--- src/rtl/jvri_pkg.sv ---
`timescale 1ns / 1ps

package jvri_pkg;

  // Data words are signed Q4.27, the control period is unsigned Q0.32.
  localparam int DW = 32;
  localparam int PERIOD_W = 32;

  localparam int JOINTS_DEF = 6;
  localparam int WRAP_JOINT_DEF = 5;

  localparam logic [PERIOD_W-1:0] PERIOD_RESET = 32'd4294967;
  localparam logic signed [DW-1:0] TWO_PI_Q27 = 32'sd843314857;

  typedef enum logic [2:0] {
    KIND_TICK    = 3'd0,
    KIND_VEL_DES = 3'd1,
    KIND_POS     = 3'd2,
    KIND_VEL_MAX = 3'd3,
    KIND_ACCEL   = 3'd4,
    KIND_LOWER   = 3'd5,
    KIND_UPPER   = 3'd6
  } kind_e;

  typedef enum logic [2:0] {
    ST_IDLE,
    ST_STEP_START,
    ST_STEP_WAIT,
    ST_VEL_UPD,
    ST_POS_WAIT,
    ST_LIM_LO,
    ST_LIM_HI
  } state_e;

  // Saturates a sum with one guard bit back to a data word.
  function automatic logic signed [DW-1:0] sat_word(input logic signed [DW:0] v);
    logic signed [DW-1:0] r;
    if (v[DW] != v[DW-1]) begin
      r = v[DW] ? {1'b1, {(DW-1){1'b0}}} : {1'b0, {(DW-1){1'b1}}};
    end else begin
      r = v[DW-1:0];
    end
    return r;
  endfunction

endpackage

--- src/rtl/jvri_ser_mul.sv ---
`timescale 1ns / 1ps

// Serial shift-and-add multiplier: one multiplier bit per cycle. The result is
// the signed product shifted right by the multiplier width, rounded down.
module jvri_ser_mul #(
  parameter int DW = jvri_pkg::DW,
  parameter int MW = jvri_pkg::PERIOD_W
) (
  input  logic                 clk_i,
  input  logic                 rst_ni,
  input  logic                 start_i,
  input  logic signed [DW-1:0] mcand_i,
  input  logic        [MW-1:0] mplier_i,
  output logic                 done_o,
  output logic signed [DW-1:0] prod_o
);

  localparam int CW = (MW > 1) ? $clog2(MW) : 1;
  localparam logic [CW-1:0] CNT_LAST = CW'(MW - 1);

  logic                 busy_q, busy_d;
  logic                 done_q, done_d;
  logic [CW-1:0]        cnt_q, cnt_d;
  logic signed [DW:0]   hi_q, hi_d;
  logic [MW-1:0]        mr_q, mr_d;
  logic signed [DW-1:0] md_q, md_d;
  logic signed [DW+1:0] sum;

  always_comb begin
    sum    = {hi_q[DW], hi_q} + (mr_q[0] ? {{2{md_q[DW-1]}}, md_q} : '0);
    busy_d = busy_q;
    done_d = 1'b0;
    cnt_d  = cnt_q;
    hi_d   = hi_q;
    mr_d   = mr_q;
    md_d   = md_q;
    if (start_i) begin
      busy_d = 1'b1;
      cnt_d  = '0;
      hi_d   = '0;
      mr_d   = mplier_i;
      md_d   = mcand_i;
    end else if (busy_q) begin
      // Arithmetic shift drops one low product bit per cycle.
      hi_d  = sum[DW+1:1];
      mr_d  = mr_q >> 1;
      cnt_d = cnt_q + 1'b1;
      if (cnt_q == CNT_LAST) begin
        busy_d = 1'b0;
        done_d = 1'b1;
      end
    end
  end

  always_ff @(posedge clk_i or negedge rst_ni) begin
    if (!rst_ni) begin
      busy_q <= 1'b0;
      done_q <= 1'b0;
      cnt_q  <= '0;
    end else begin
      busy_q <= busy_d;
      done_q <= done_d;
      cnt_q  <= cnt_d;
    end
  end

  always_ff @(posedge clk_i) begin
    hi_q <= hi_d;
    mr_q <= mr_d;
    md_q <= md_d;
  end

  assign done_o = done_q;
  assign prod_o = hi_q[DW-1:0];

endmodule

--- src/rtl/joint_velocity_ramp_integrator_unit.sv ---
`timescale 1ns / 1ps

// Acceleration-limited velocity ramp and position integrator for a set of joints.
//
// Input channel (in_valid_i / in_stall_o): an item is taken when valid is high
// and stall is low. A setting item loads one value of one joint and leaves the
// block idle, so setting items may follow each other on every cycle. A tick
// item ramps each joint's velocity, integrates its position and produces one
// output item per joint in joint order, the final one flagged with last_o.
// The input stalls from the cycle after a tick is taken until its last output
// item has been loaded into the output register.
// Timing: every product with the control period comes from a bit-serial
// multiplier, one period bit per cycle, and each joint needs two of them,
// the velocity step and then the position increment, before its lower and
// upper limit stages.
// Output channel (out_valid_o / out_stall_i): one output register. While the
// receiver stalls, the item is held and the joint sequence waits before loading
// the next one; the next tick is accepted while the final item still waits.
// Reset clears all joint state to zero and sets the period to about 1 ms.
// The user must write the control period through cfg_wr_en_i / cfg_wr_data_i
// only when idle; the block itself does not enforce this.
module joint_velocity_ramp_integrator_unit #(
  parameter int JOINTS = jvri_pkg::JOINTS_DEF,
  parameter int WRAP_JOINT = jvri_pkg::WRAP_JOINT_DEF,
  localparam int JW = (JOINTS > 1) ? $clog2(JOINTS) : 1
) (
  input  logic                          clk_i,
  input  logic                          rst_ni,
  input  logic                          in_valid_i,
  output logic                          in_stall_o,
  input  logic [2:0]                    kind_i,
  input  logic [JW-1:0]                 joint_i,
  input  logic signed [jvri_pkg::DW-1:0] value_i,
  output logic                          out_valid_o,
  input  logic                          out_stall_i,
  output logic [JW-1:0]                 out_joint_o,
  output logic signed [jvri_pkg::DW-1:0] position_cmd_o,
  output logic                          last_o,
  input  logic                          cfg_wr_en_i,
  input  logic [jvri_pkg::PERIOD_W-1:0] cfg_wr_data_i
);

  localparam int DW = jvri_pkg::DW;
  localparam logic [JW:0]   JOINTS_C = (JW + 1)'(JOINTS);
  localparam logic [JW-1:0] LAST_C   = JW'(JOINTS - 1);
  localparam bit            WRAP_ON  = (WRAP_JOINT < JOINTS);
  localparam logic [JW-1:0] WRAP_C   = JW'(WRAP_JOINT);

  jvri_pkg::state_e state_q, state_d;

  logic [jvri_pkg::PERIOD_W-1:0] period_q;
  logic [JW-1:0]                 jnt_q, jnt_d;
  logic signed [DW-1:0]          pos_q, pos_d;

  // Per-joint state, each array read at the running joint or the addressed one.
  logic signed [DW-1:0] pos_cmd_q [JOINTS];
  logic signed [DW-1:0] vel_cmd_q [JOINTS];
  logic signed [DW-1:0] vel_des_q [JOINTS];
  logic signed [DW-1:0] vel_max_q [JOINTS];
  logic signed [DW-1:0] accel_q   [JOINTS];
  logic signed [DW-1:0] lower_q   [JOINTS];
  logic signed [DW-1:0] upper_q   [JOINTS];

  logic                 out_vld_q;
  logic [JW-1:0]        out_joint_q;
  logic signed [DW-1:0] out_pos_q;
  logic                 out_last_q;

  logic                 in_acc;
  logic                 set_ok;
  logic signed [DW-1:0] vmax_pos, vmax_neg, vdes_new;

  logic                 mul_start, mul_done;
  logic signed [DW-1:0] mul_mcand, mul_prod;

  logic signed [DW-1:0] acc_cur, vel_cur, des_cur, lo_cur, hi_cur;
  logic signed [DW-1:0] vel_up, vel_dn, vel_new;
  logic signed [DW-1:0] pos_final;
  logic                 is_wrap;
  logic                 out_free, out_load, vel_we;

  assign in_acc  = in_valid_i && !in_stall_o;
  assign set_ok  = in_acc && (jvri_pkg::kind_e'(kind_i) != jvri_pkg::KIND_TICK)
                   && ({1'b0, joint_i} < JOINTS_C);
  assign is_wrap = WRAP_ON && (jnt_q == WRAP_C);

  assign acc_cur = accel_q[jnt_q];
  assign vel_cur = vel_cmd_q[jnt_q];
  assign des_cur = vel_des_q[jnt_q];
  assign lo_cur  = lower_q[jnt_q];
  assign hi_cur  = upper_q[jnt_q];

  // Desired velocity is clamped to the joint's maximum, a negative maximum
  // counting as zero.
  always_comb begin
    vmax_pos = vel_max_q[joint_i][DW-1] ? '0 : vel_max_q[joint_i];
    vmax_neg = -vmax_pos;
    vdes_new = value_i;
    if (vdes_new > vmax_pos) begin
      vdes_new = vmax_pos;
    end
    if (vdes_new < vmax_neg) begin
      vdes_new = vmax_neg;
    end
  end

  // Velocity ramp: the multiplier holds the step, which is never negative.
  // Equal velocities take the lower branch and land on the desired value.
  always_comb begin
    vel_up = jvri_pkg::sat_word({vel_cur[DW-1], vel_cur} + {mul_prod[DW-1], mul_prod});
    vel_dn = jvri_pkg::sat_word({vel_cur[DW-1], vel_cur} - {mul_prod[DW-1], mul_prod});
    if (des_cur > vel_cur) begin
      vel_new = (vel_up > des_cur) ? des_cur : vel_up;
    end else begin
      vel_new = (vel_dn < des_cur) ? des_cur : vel_dn;
    end
  end

  // Upper bound stage: the wrap joint turns back by one revolution, the others
  // clamp. With inverted limits the upper clamp therefore wins.
  always_comb begin
    pos_final = pos_q;
    if (pos_q > hi_cur) begin
      pos_final = is_wrap
                  ? jvri_pkg::sat_word({pos_q[DW-1], pos_q}
                                       - {jvri_pkg::TWO_PI_Q27[DW-1], jvri_pkg::TWO_PI_Q27})
                  : hi_cur;
    end
  end

  assign out_free = !out_vld_q || !out_stall_i;

  always_comb begin
    state_d   = state_q;
    jnt_d     = jnt_q;
    pos_d     = pos_q;
    in_stall_o = 1'b1;
    mul_start = 1'b0;
    mul_mcand = vel_new;
    vel_we    = 1'b0;
    out_load  = 1'b0;
    case (state_q)
      jvri_pkg::ST_IDLE: begin
        in_stall_o = 1'b0;
        if (in_valid_i && (jvri_pkg::kind_e'(kind_i) == jvri_pkg::KIND_TICK)) begin
          jnt_d   = '0;
          state_d = jvri_pkg::ST_STEP_START;
        end
      end
      jvri_pkg::ST_STEP_START: begin
        mul_start = 1'b1;
        mul_mcand = acc_cur[DW-1] ? '0 : acc_cur;
        state_d   = jvri_pkg::ST_STEP_WAIT;
      end
      jvri_pkg::ST_STEP_WAIT: begin
        if (mul_done) begin
          state_d = jvri_pkg::ST_VEL_UPD;
        end
      end
      jvri_pkg::ST_VEL_UPD: begin
        vel_we    = 1'b1;
        mul_start = 1'b1;
        mul_mcand = vel_new;
        state_d   = jvri_pkg::ST_POS_WAIT;
      end
      jvri_pkg::ST_POS_WAIT: begin
        if (mul_done) begin
          pos_d   = jvri_pkg::sat_word({pos_cmd_q[jnt_q][DW-1], pos_cmd_q[jnt_q]}
                                       + {mul_prod[DW-1], mul_prod});
          state_d = jvri_pkg::ST_LIM_LO;
        end
      end
      jvri_pkg::ST_LIM_LO: begin
        if (pos_q < lo_cur) begin
          pos_d = is_wrap
                  ? jvri_pkg::sat_word({pos_q[DW-1], pos_q}
                                       + {jvri_pkg::TWO_PI_Q27[DW-1], jvri_pkg::TWO_PI_Q27})
                  : lo_cur;
        end
        state_d = jvri_pkg::ST_LIM_HI;
      end
      jvri_pkg::ST_LIM_HI: begin
        if (out_free) begin
          out_load = 1'b1;
          if (jnt_q == LAST_C) begin
            state_d = jvri_pkg::ST_IDLE;
          end else begin
            jnt_d   = jnt_q + 1'b1;
            state_d = jvri_pkg::ST_STEP_START;
          end
        end
      end
      default: begin
        state_d = jvri_pkg::ST_IDLE;
      end
    endcase
  end

  jvri_ser_mul #(
    .DW (DW),
    .MW (jvri_pkg::PERIOD_W)
  ) u_mul (
    .clk_i    (clk_i),
    .rst_ni   (rst_ni),
    .start_i  (mul_start),
    .mcand_i  (mul_mcand),
    .mplier_i (period_q),
    .done_o   (mul_done),
    .prod_o   (mul_prod)
  );

  always_ff @(posedge clk_i or negedge rst_ni) begin
    if (!rst_ni) begin
      state_q   <= jvri_pkg::ST_IDLE;
      jnt_q     <= '0;
      period_q  <= jvri_pkg::PERIOD_RESET;
      out_vld_q <= 1'b0;
    end else begin
      state_q <= state_d;
      jnt_q   <= jnt_d;
      if (cfg_wr_en_i) begin
        period_q <= cfg_wr_data_i;
      end
      if (out_load) begin
        out_vld_q <= 1'b1;
      end else if (!out_stall_i) begin
        out_vld_q <= 1'b0;
      end
    end
  end

  always_ff @(posedge clk_i or negedge rst_ni) begin
    if (!rst_ni) begin
      for (int j = 0; j < JOINTS; j++) begin
        pos_cmd_q[j] <= '0;
        vel_cmd_q[j] <= '0;
        vel_des_q[j] <= '0;
        vel_max_q[j] <= '0;
        accel_q[j]   <= '0;
        lower_q[j]   <= '0;
        upper_q[j]   <= '0;
      end
    end else begin
      if (set_ok) begin
        case (jvri_pkg::kind_e'(kind_i))
          jvri_pkg::KIND_VEL_DES: vel_des_q[joint_i] <= vdes_new;
          jvri_pkg::KIND_POS:     pos_cmd_q[joint_i] <= value_i;
          jvri_pkg::KIND_VEL_MAX: vel_max_q[joint_i] <= value_i;
          jvri_pkg::KIND_ACCEL:   accel_q[joint_i]   <= value_i;
          jvri_pkg::KIND_LOWER:   lower_q[joint_i]   <= value_i;
          jvri_pkg::KIND_UPPER:   upper_q[joint_i]   <= value_i;
          default: begin
          end
        endcase
      end
      if (vel_we) begin
        vel_cmd_q[jnt_q] <= vel_new;
      end
      if (out_load) begin
        pos_cmd_q[jnt_q] <= pos_final;
      end
    end
  end

  always_ff @(posedge clk_i) begin
    pos_q <= pos_d;
    if (out_load) begin
      out_joint_q <= jnt_q;
      out_pos_q   <= pos_final;
      out_last_q  <= (jnt_q == LAST_C);
    end
  end

  assign out_valid_o    = out_vld_q;
  assign out_joint_o    = out_joint_q;
  assign position_cmd_o = out_pos_q;
  assign last_o         = out_last_q;

  // The multiplier only finishes while the sequencer is waiting for it.
  assert property (@(posedge clk_i) disable iff (!rst_ni)
    mul_done |-> (state_q == jvri_pkg::ST_STEP_WAIT || state_q == jvri_pkg::ST_POS_WAIT))
  else $error("multiplier finished outside a wait state");

  // The last flag marks exactly the final joint.
  assert property (@(posedge clk_i) disable iff (!rst_ni)
    out_vld_q |-> (out_last_q == (out_joint_q == LAST_C)))
  else $error("last flag does not match the joint index");

  // An item that is not the last one is followed by the next joint's ramp.
  assert property (@(posedge clk_i) disable iff (!rst_ni)
    (out_load && (jnt_q != LAST_C)) |=>
      (state_q == jvri_pkg::ST_STEP_START && jnt_q == $past(jnt_q) + 1'b1))
  else $error("joint sequence did not advance");

  // No tick starts while the multiplier is still working on a previous product.
  assert property (@(posedge clk_i) disable iff (!rst_ni)
    (state_q == jvri_pkg::ST_IDLE) |-> !mul_done)
  else $error("multiplier active while idle");

endmodule

--- config.mk ---
export PLATFORM = sky130hd
export DESIGN_NAME = joint_velocity_ramp_integrator_unit
export DESIGN_NICKNAME = d
export VERILOG_FILES = /design/src/rtl/jvri_pkg.sv /design/src/rtl/jvri_ser_mul.sv /design/src/rtl/joint_velocity_ramp_integrator_unit.sv
export SDC_FILE = /design/constraint.sdc
export NUM_CORES = 2
export LEC_CHECK = 0
export ABC_AREA = 0
export ABC_CLOCK_PERIOD_IN_PS = 12690
export BUFFER_PORTS_ARGS = -buffer_cell sky130_fd_sc_hd__buf_4
export CAP_MARGIN = 20
export CORE_MARGIN = 10
export CORE_UTILIZATION = 50
export CTS_BUF_LIST = sky130_fd_sc_hd__clkbuf_16
export DETAILED_ROUTE_END_ITERATION = 10
export GPL_TIMING_DRIVEN = 0
export PLACE_DENSITY_LB_ADDON = 0.12
export SYNTH_ARGS = -nofsm -noshare
export SYNTH_HDL_FRONTEND = slang
export SYNTH_HIERARCHICAL = 1
export SYNTH_SLANG_ARGS = --single-unit
export TNS_END_PERCENT = 30
--- constraint.sdc ---
create_clock -name clk_i -period 12.69 [get_ports clk_i]
set_input_delay 1.269 -clock clk_i [delete_from_list [all_inputs] [get_ports clk_i]]
set_output_delay 1.269 -clock clk_i [all_outputs]
set_load 0.005 [all_outputs]
# --- Yosys cells after proc, flatten, opt, wreduce, memory -nomap -nowiden ---
# Cells that the tools add are included.
word_totals:
  regBits: 1555
  in_bits: 75
  output_inout_bits: 38
  word_cells: 217
classes:
  n_addsub: 9
  n_lt_le_gt_ge: 12
  eq_ne: 26
  mux: 88
  bitwise: 2
  n_reduce_logical: 24
op_table:
  columns: ["operator", "n"]
  rows:
  - ["192-bit bitwise mux", 8]
  - ["32-bit 2-to-1 mux", 39]
  - ["32-bit binary-select mux with 3-bit select", 7]
  - ["192-bit 2-to-1 mux", 3]
  - ["32-bit demux with 3-bit select", 2]
  - ["32-bit > comparator", 4]
  - ["32-bit less-than comparator", 3]
  - ["32-bit by 32-bit adder with 33-bit output", 2]
  - ["32-bit one-hot mux with 2 select lines", 1]
  - ["31-bit 2-to-1 mux", 2]
  - ["34-bit adder", 1]
  - ["34-bit 2-to-1 mux", 1]
  - ["32-bit by 31-bit adder with 33-bit output (second input constant)", 1]
  - ["32-bit by 31-bit subtractor with 33-bit output (second input constant)", 1]
  - ["32-bit by 32-bit subtractor with 33-bit output", 1]
  - ["31-bit negation with 32-bit output", 1]
  - ["3-bit equality test (second input constant)", 7]
  - ["3-bit 2-to-1 mux", 7]
  - ["3-bit one-hot mux with 7 select lines", 1]
  - ["1-bit 2-to-1 mux", 14]
  - ["3-bit by 2-bit equality test with 1-bit output (second input constant)", 4]
  - ["5-bit 2-to-1 mux", 2]
  - ["2-bit AND reduction", 5]
  - ["4-bit >= comparator (second input constant)", 2]
  - ["other kinds (20)", 42]

# --- Longest topological paths before layout ---
depth:
  ltp_word: 11
  depth_mapped: 45
  depth_no_buf: 34

# --- Cells and area by module ---
# Netlist, hierarchy kept.
modules_own_cells:
  columns: ["module", "n_inst", "cells_per_inst", "area_each_um2"]
  rows:
  - ["joint_velocity_ramp_integrator_unit", 1, 7492, 78260.1]
  - ["jvri_ser_mul", 1, 530, 5806.8]

# --- Least setup slack after synthesis ---
# Ideal clock, no wire load.
synth_timing:
  path_type: "reg-to-reg"
  startpoint: "reg jnt_q[1]"
  endpoint: "reg u_mul.md_q[31] (data pin)"
  t_arrival_ns: 8.765
  required_ns: 12.415
  slack_ns: 3.650
  path_stages_with_launch: 42
  synth_period_minus_slack_ns: 9.040
  cell_sequence: "dfrtp_1 clkbuf_1 and3b_1 clkbuf_1 clkbuf_1 clkbuf_1 clkbuf_1 clkbuf_1 buf_1 buf_1 a221oi_1 inv_1 ha_1 buf_2 or2_2 o221ai_1 a31oi_1 o211ai_1 (+6 left out) ha_1 clkbuf_1 clkinv_1 clkbuf_1 nand3_1 nand2_1 ha_1 a21o_1 a21o_1 a2111oi_0 a2bb2oi_1 nand3_1 a31o_2 nor2_1 clkbuf_1 nor3_1 a221oi_1 nor2_1"
synth_between:
  elab_chain_cells: 11
  elab_cells_between_ends: 22
  classes_between: "2 x add/sub; 3 x order compare; 2 x eq/ne; 14 x mux; 1 x bitwise"
synth_lines:
  columns: ["element", "line_no", "source"]
  rows:
  - ["start: declaration", "joint_velocity_ramp_integrator_unit.sv:52", "logic [JW-1:0] jnt_q, jnt_d;"]
  - ["start signal: assignment", "joint_velocity_ramp_integrator_unit.sv:220", "jnt_q <= jnt_d;"]
  - ["3-bit NOT with 4-bit output (not written as such) *", "joint_velocity_ramp_integrator_unit.sv:88, joint_velocity_ramp_integrator_unit.sv:89", null]
  - ["32-bit binary-select mux with 3-bit select", "joint_velocity_ramp_integrator_unit.sv:88", "assign vel_cur = vel_cmd_q[jnt_q];"]
  - ["32-bit 2-to-1 mux (not written as such) (2 in series)", "joint_velocity_ramp_integrator_unit.sv:88", null]
  - ["32-bit by 32-bit subtractor with 33-bit output or 32-bit by 32-bit adder with 33-bit output (tied branches)", "joint_velocity_ramp_integrator_unit.sv:111, joint_velocity_ramp_integrator_unit.sv:110", null]
  - ["32-bit 2-to-1 mux or 1-bit inequality test (tied branches)", "jvri_pkg.sv:39, jvri_pkg.sv:38", null]
  - ["32-bit 2-to-1 mux", "jvri_pkg.sv:38", "if (v[DW] != v[DW-1]) begin"]
  - ["32-bit less-than comparator or 32-bit > comparator (tied branches)", "joint_velocity_ramp_integrator_unit.sv:115, joint_velocity_ramp_integrator_unit.sv:113", null]
  - ["32-bit 2-to-1 mux, on equally long branches", "joint_velocity_ramp_integrator_unit.sv:115, joint_velocity_ramp_integrator_unit.sv:113", null]
  - ["32-bit 2-to-1 mux *", "joint_velocity_ramp_integrator_unit.sv:112", "if (des_cur > vel_cur) begin"]
  - ["32-bit 2-to-1 mux *", "joint_velocity_ramp_integrator_unit.sv:142", "case (state_q)"]
  - ["via mul_mcand[31]", "joint_velocity_ramp_integrator_unit.sv:74", "logic signed [DW-1:0] mul_mcand, mul_prod;"]
  - ["end signal: assignment", "jvri_ser_mul.sv:70", "md_q <= md_d;"]
  - ["end: declaration", "jvri_ser_mul.sv:26", "logic signed [DW-1:0] md_q, md_d;"]
# Mark *: on every way through the listed nets, which the timed path passes. The rest lies on a longest branch. The select of a mux whose other input is x is not followed.
# A chain may end at the register's enable or synchronous reset.

# --- Worst setup path in the final report ---
layout_timing:
  startpoint: "reg jnt_q[2]"
  endpoint: "reg u_mul.md_q[26] (data pin)"
layout_between:
  elab_chain_cells: 11
  elab_cells_between_ends: 26
  classes_between: "2 x add/sub; 3 x order compare; 2 x eq/ne; 18 x mux; 1 x bitwise"
layout_lines:
  columns: ["element", "line_no"]
  rows:
  - ["3-bit NOT with 4-bit output (not written as such) *", "joint_velocity_ramp_integrator_unit.sv:87, joint_velocity_ramp_integrator_unit.sv:88, joint_velocity_ramp_integrator_unit.sv:89"]
  - ["32-bit binary-select mux with 3-bit select", "joint_velocity_ramp_integrator_unit.sv:88"]
  - ["32-bit 2-to-1 mux (not written as such) (2 in series)", "joint_velocity_ramp_integrator_unit.sv:88"]
  - ["32-bit by 32-bit subtractor with 33-bit output or 32-bit by 32-bit adder with 33-bit output (tied branches)", "joint_velocity_ramp_integrator_unit.sv:111, joint_velocity_ramp_integrator_unit.sv:110"]
  - ["32-bit 2-to-1 mux or 1-bit inequality test (tied branches)", "jvri_pkg.sv:39, jvri_pkg.sv:38"]
  - ["32-bit 2-to-1 mux", "jvri_pkg.sv:38"]
  - ["32-bit less-than comparator or 32-bit > comparator (tied branches)", "joint_velocity_ramp_integrator_unit.sv:115, joint_velocity_ramp_integrator_unit.sv:113"]
  - ["32-bit 2-to-1 mux, on equally long branches", "joint_velocity_ramp_integrator_unit.sv:115, joint_velocity_ramp_integrator_unit.sv:113"]
  - ["32-bit 2-to-1 mux", "joint_velocity_ramp_integrator_unit.sv:112"]
  - ["32-bit 2-to-1 mux *", "joint_velocity_ramp_integrator_unit.sv:142"]
  - ["via mul_mcand[26]", "joint_velocity_ramp_integrator_unit.sv:74"]
# Marked as above.

==> flow_summary.toml <==
[setup_path]
cp.required_ps = 13250
rr_endpoint = "u_mul/md_q[26]"
rrSetupSlack_ps = 100
r2r.worst_path.cells = 40
max_stage_delay_ps = 760
arrival_ps = 13140
worstSetupEndpointType = "flip-flop"
slowest_stage = "buf_1"
startpoint_type = "flip-flop"
timing.rr.start = "jnt_q[2]"
crit_fanout = 10
criticalPathCategory = "reg2reg"

[logic_synthesis]
syn_inst = 8022
synth_top_cell_by_area = "dfrtp_1"
synth.yosys.warnings = 6
avgSynthCellArea_um2 = 10.48
ys_async_sr_fraction = 0.8939
synthesis.nets = 8468
synth-edff-count = 132
synth_top_area_share = 0.4108
ys_ff_latch = 1555
synth-main-ff-cell = "dfrtp_1"
synth_area_leaders = "dfrtp_1, mux2_2, ha_1"
syn_area_mm2 = 0.08407
seq_area_frac_synth = 0.4689
ys_types = 119

[clock_tree]
cts_root_buffer = "clkbuf_16"
clkTransAtPathRegs_ps = 60
cts_tree = "done"
cts_max_path_buffers = 3
clock_latency_ps = 860
numCtsBuffers = 171
clock-sinks = 1555
cts_max_level = 4
postCtsHoldBufs = 0

[grt]
grt_pass1_vias = 68460
grt_max_degree = 172
antenna_found_initial = 24
grt_usage = 0.3701
grt_pass1_wl_um = 500700
grt_overflow = 0

[routing]
ant_nets = 0
vias = 70410
wl_per_cell_um = 32.83
routed_wl_um = 352400
drc_errors = 0
drt_first_pass_iters = 8
drtIter0Drc = 9196
viasPerCell = 6.560

[finish]
final_nets = 8828
instances_no_fill = 10730
layout-drive-gt1-share = 0.2068
syn_to_final_growth_pct = 12.85

[sta]
tns_ps = 0
min_period_ps = 12590
skew_ps = 45.42
grt_setup_unrepaired = "no"
whs_ps = 299.9
tightest_slew_ps = 1484
report.final.slew_viol_count = 0
slew_headroom = 0.01080
max_freq_mhz = 79.45
setup_viol = 0
period_share = 0.9918
finalHoldViolCount = 0

[placed_design]
gp_congestion = 1.005
numPlacedInstances = 10410
io_buffers = 108
place_hpwl_um = 264900

[power]
ir_drop_v = 0.0005374
power_density_mw_per_mm2 = 293.6
p_leak_uw = 0.04391

[floorplan]
ios = 113
die_x_um = 430.0
coreArea_mm2 = 0.1672
fp.dieH_um = 430.0
rows = 150
die-area_mm2 = 0.1849
initial_core_util = 0.5027

[hold_path]
hp-class = "in2async"

[run]
cap_viol_max_count = 0

[outcome]
status = "finished clean"
==> per-stage QoR <==
| step | area [um^2] | setup WS, ps | utilization | total power, uW |
|---|---|---|---|---|
| 6_report | 94870 | 103.7 | 0.5673 | 27860 |
| 5_1_grt | 94850 | 3.194 | 0.5672 | 28980 |
| 4_1_cts | 94530 | 1.116 | 0.5653 | 26950 |
| 3_5_place_dp | 88810 | -2885 | 0.5311 | 21840 |
| 3_3_place_gp | 87640 | -7150 | 0.5241 | 21550 |
| 2_1_floorplan | 84070 | 3650 | - | 15370 |
==> cells in the final DEF (no fill, tap or decap), drive strengths merged, types with 31 or more instances in the layout <==
cell,instances
a221oi,144
nand4,57
o31ai,48
a21o,109
buf,318
inv,268
a32oi,31
xnor2,116
xor2,44
and2,64
o21a,41
o22ai,35
clkbuf,674
mux2i,69
nand3,119
nor2,223
a21oi,293
o21ai,793
nand2b,47
a31oi,44
a22oi,454
clkinv,77
edfxtp,132
dfrtp,1380
nor2b,41
dfxtp,33
ha,367
mux2,1044
nand2,977
nor3,61
==> flip-flops by register name, summed over array words and instances, names as in the netlist, 3 cells and up <==
signal          flops
jnt_q               3
pos_q              32
vel_des_q         192
position_cmd_o     32
vel_max_q         192
out_joint_o         3
u_mul/mr_q         32
state_q             3
vel_cmd_q         192
upper_q           192
pos_cmd_q         192
period_q           32
u_mul/cnt_q         5
u_mul/hi_q         33
lower_q           192
u_mul/md_q         32
accel_q           192
==> worst max-delay path by stage <==
stage	start	end	slack, ps
2_1_floorplan	jnt_q[1]	u_mul/md_q[31]	3650
3_5_place_dp	jnt_q[1]	u_mul/md_q[0]	-2880
3_3_place_gp	rst_ni	lower_q[113]	-7150
4_1_cts	jnt_q[2]	vel_cmd_q[3]	1
5_1_grt	jnt_q[2]	u_mul/md_q[30]	3
6_report	jnt_q[2]	u_mul/md_q[26]	100
==> worst max-delay path: cells and delay by family (launching register included) <==
kind	cells	cell delay, ps
XOR/XNOR	1	120
AND/OR/NAND/NOR	9	1930
AO/OA/AOI/OAI	16	4610
buffers and inverters	11	4230
flip-flops	1	530
adder cells (fa/ha/maj)	3	840
==> area by class of cell <==
type	instances	area, um^2
fill	14650	72350
multi-input combinational	5613	41700
sequential	1555	39420
clock buffer	177	4429
tap	2204	2758
buffer	623	2658
timing repair buffer	196	2046
clock inverter	134	1002
inverter	222	834.6
antenna	10	25.02
==> cells by family (layout without fill, tap and decap cells) <==
| family | Yosys count | in the layout | synth area share |
|---|---|---|---|
| AOI/OAI and AO/OA | 2233 | 2233 | 0.1742 |
| and+or+nand+nor | 1722 | 1722 | 0.09196 |
| DFF | 1555 | 1555 | 0.4689 |
| muxes | 1126 | 1126 | 0.1516 |
| buffers and inverters | 854 | 1352 | 0.04072 |
| adders and majority gates | 372 | 372 | 0.05569 |
| xor gates and xnor gates | 160 | 160 | 0.01685 |
| other | 0 | 10 | 0 |
==> metal layers <==
metal | GRT usage | part of all wire | up-vias
met5 | 0 | 0.00033 | -
met4 | 0.2210 | 0.072 | 18
met3 | 0.08063 | 0.094 | 804
met2 | 0.5440 | 0.42 | 3739
met1 | 0.4998 | 0.41 | 35850
li1 | - | - | 30000
==> timing repair <==
action / CTS / global route
endpoints found under the setup margin: 224 / 218
pin swaps: 1 / 0
resized for setup: 90 / 60
buffers inserted: 2 / 0
==> power breakdown <==
part / switching [uW] / total, uW / internal, uW
Sequential: 523 / 6730 / 6210
Combinational: 11200 / 16200 / 5000
Clock: 2200 / 4910 / 2700
Total: 13900 / 27900 / 13900
==> Yosys cell counts (all sizes together), types with 12 or more instances <==
library cell	count
a2111oi	14
a211o	17
a211oi	27
a21boi	12
a21o	109
a21oi	293
a221o	27
a221oi	144
a22oi	454
a31oi	44
a32oi	31
and2	64
and3	23
buf	137
clkbuf	495
dfrtp	1380
dfxtp	33
edfxtp	132
ha	367
inv	221
mux2	1044
mux2i	69
mux4	13
nand2	977
nand2b	47
nand3	119
nand3b	21
nand4	57
nor2	223
nor2b	41
nor3	61
nor4	18
o211ai	26
o21a	41
o21ai	793
o21bai	14
o221ai	20
o22ai	35
o31ai	48
or2	14
or3	12
xnor2	116
xor2	44
Power figures use the tool's default switching activity.
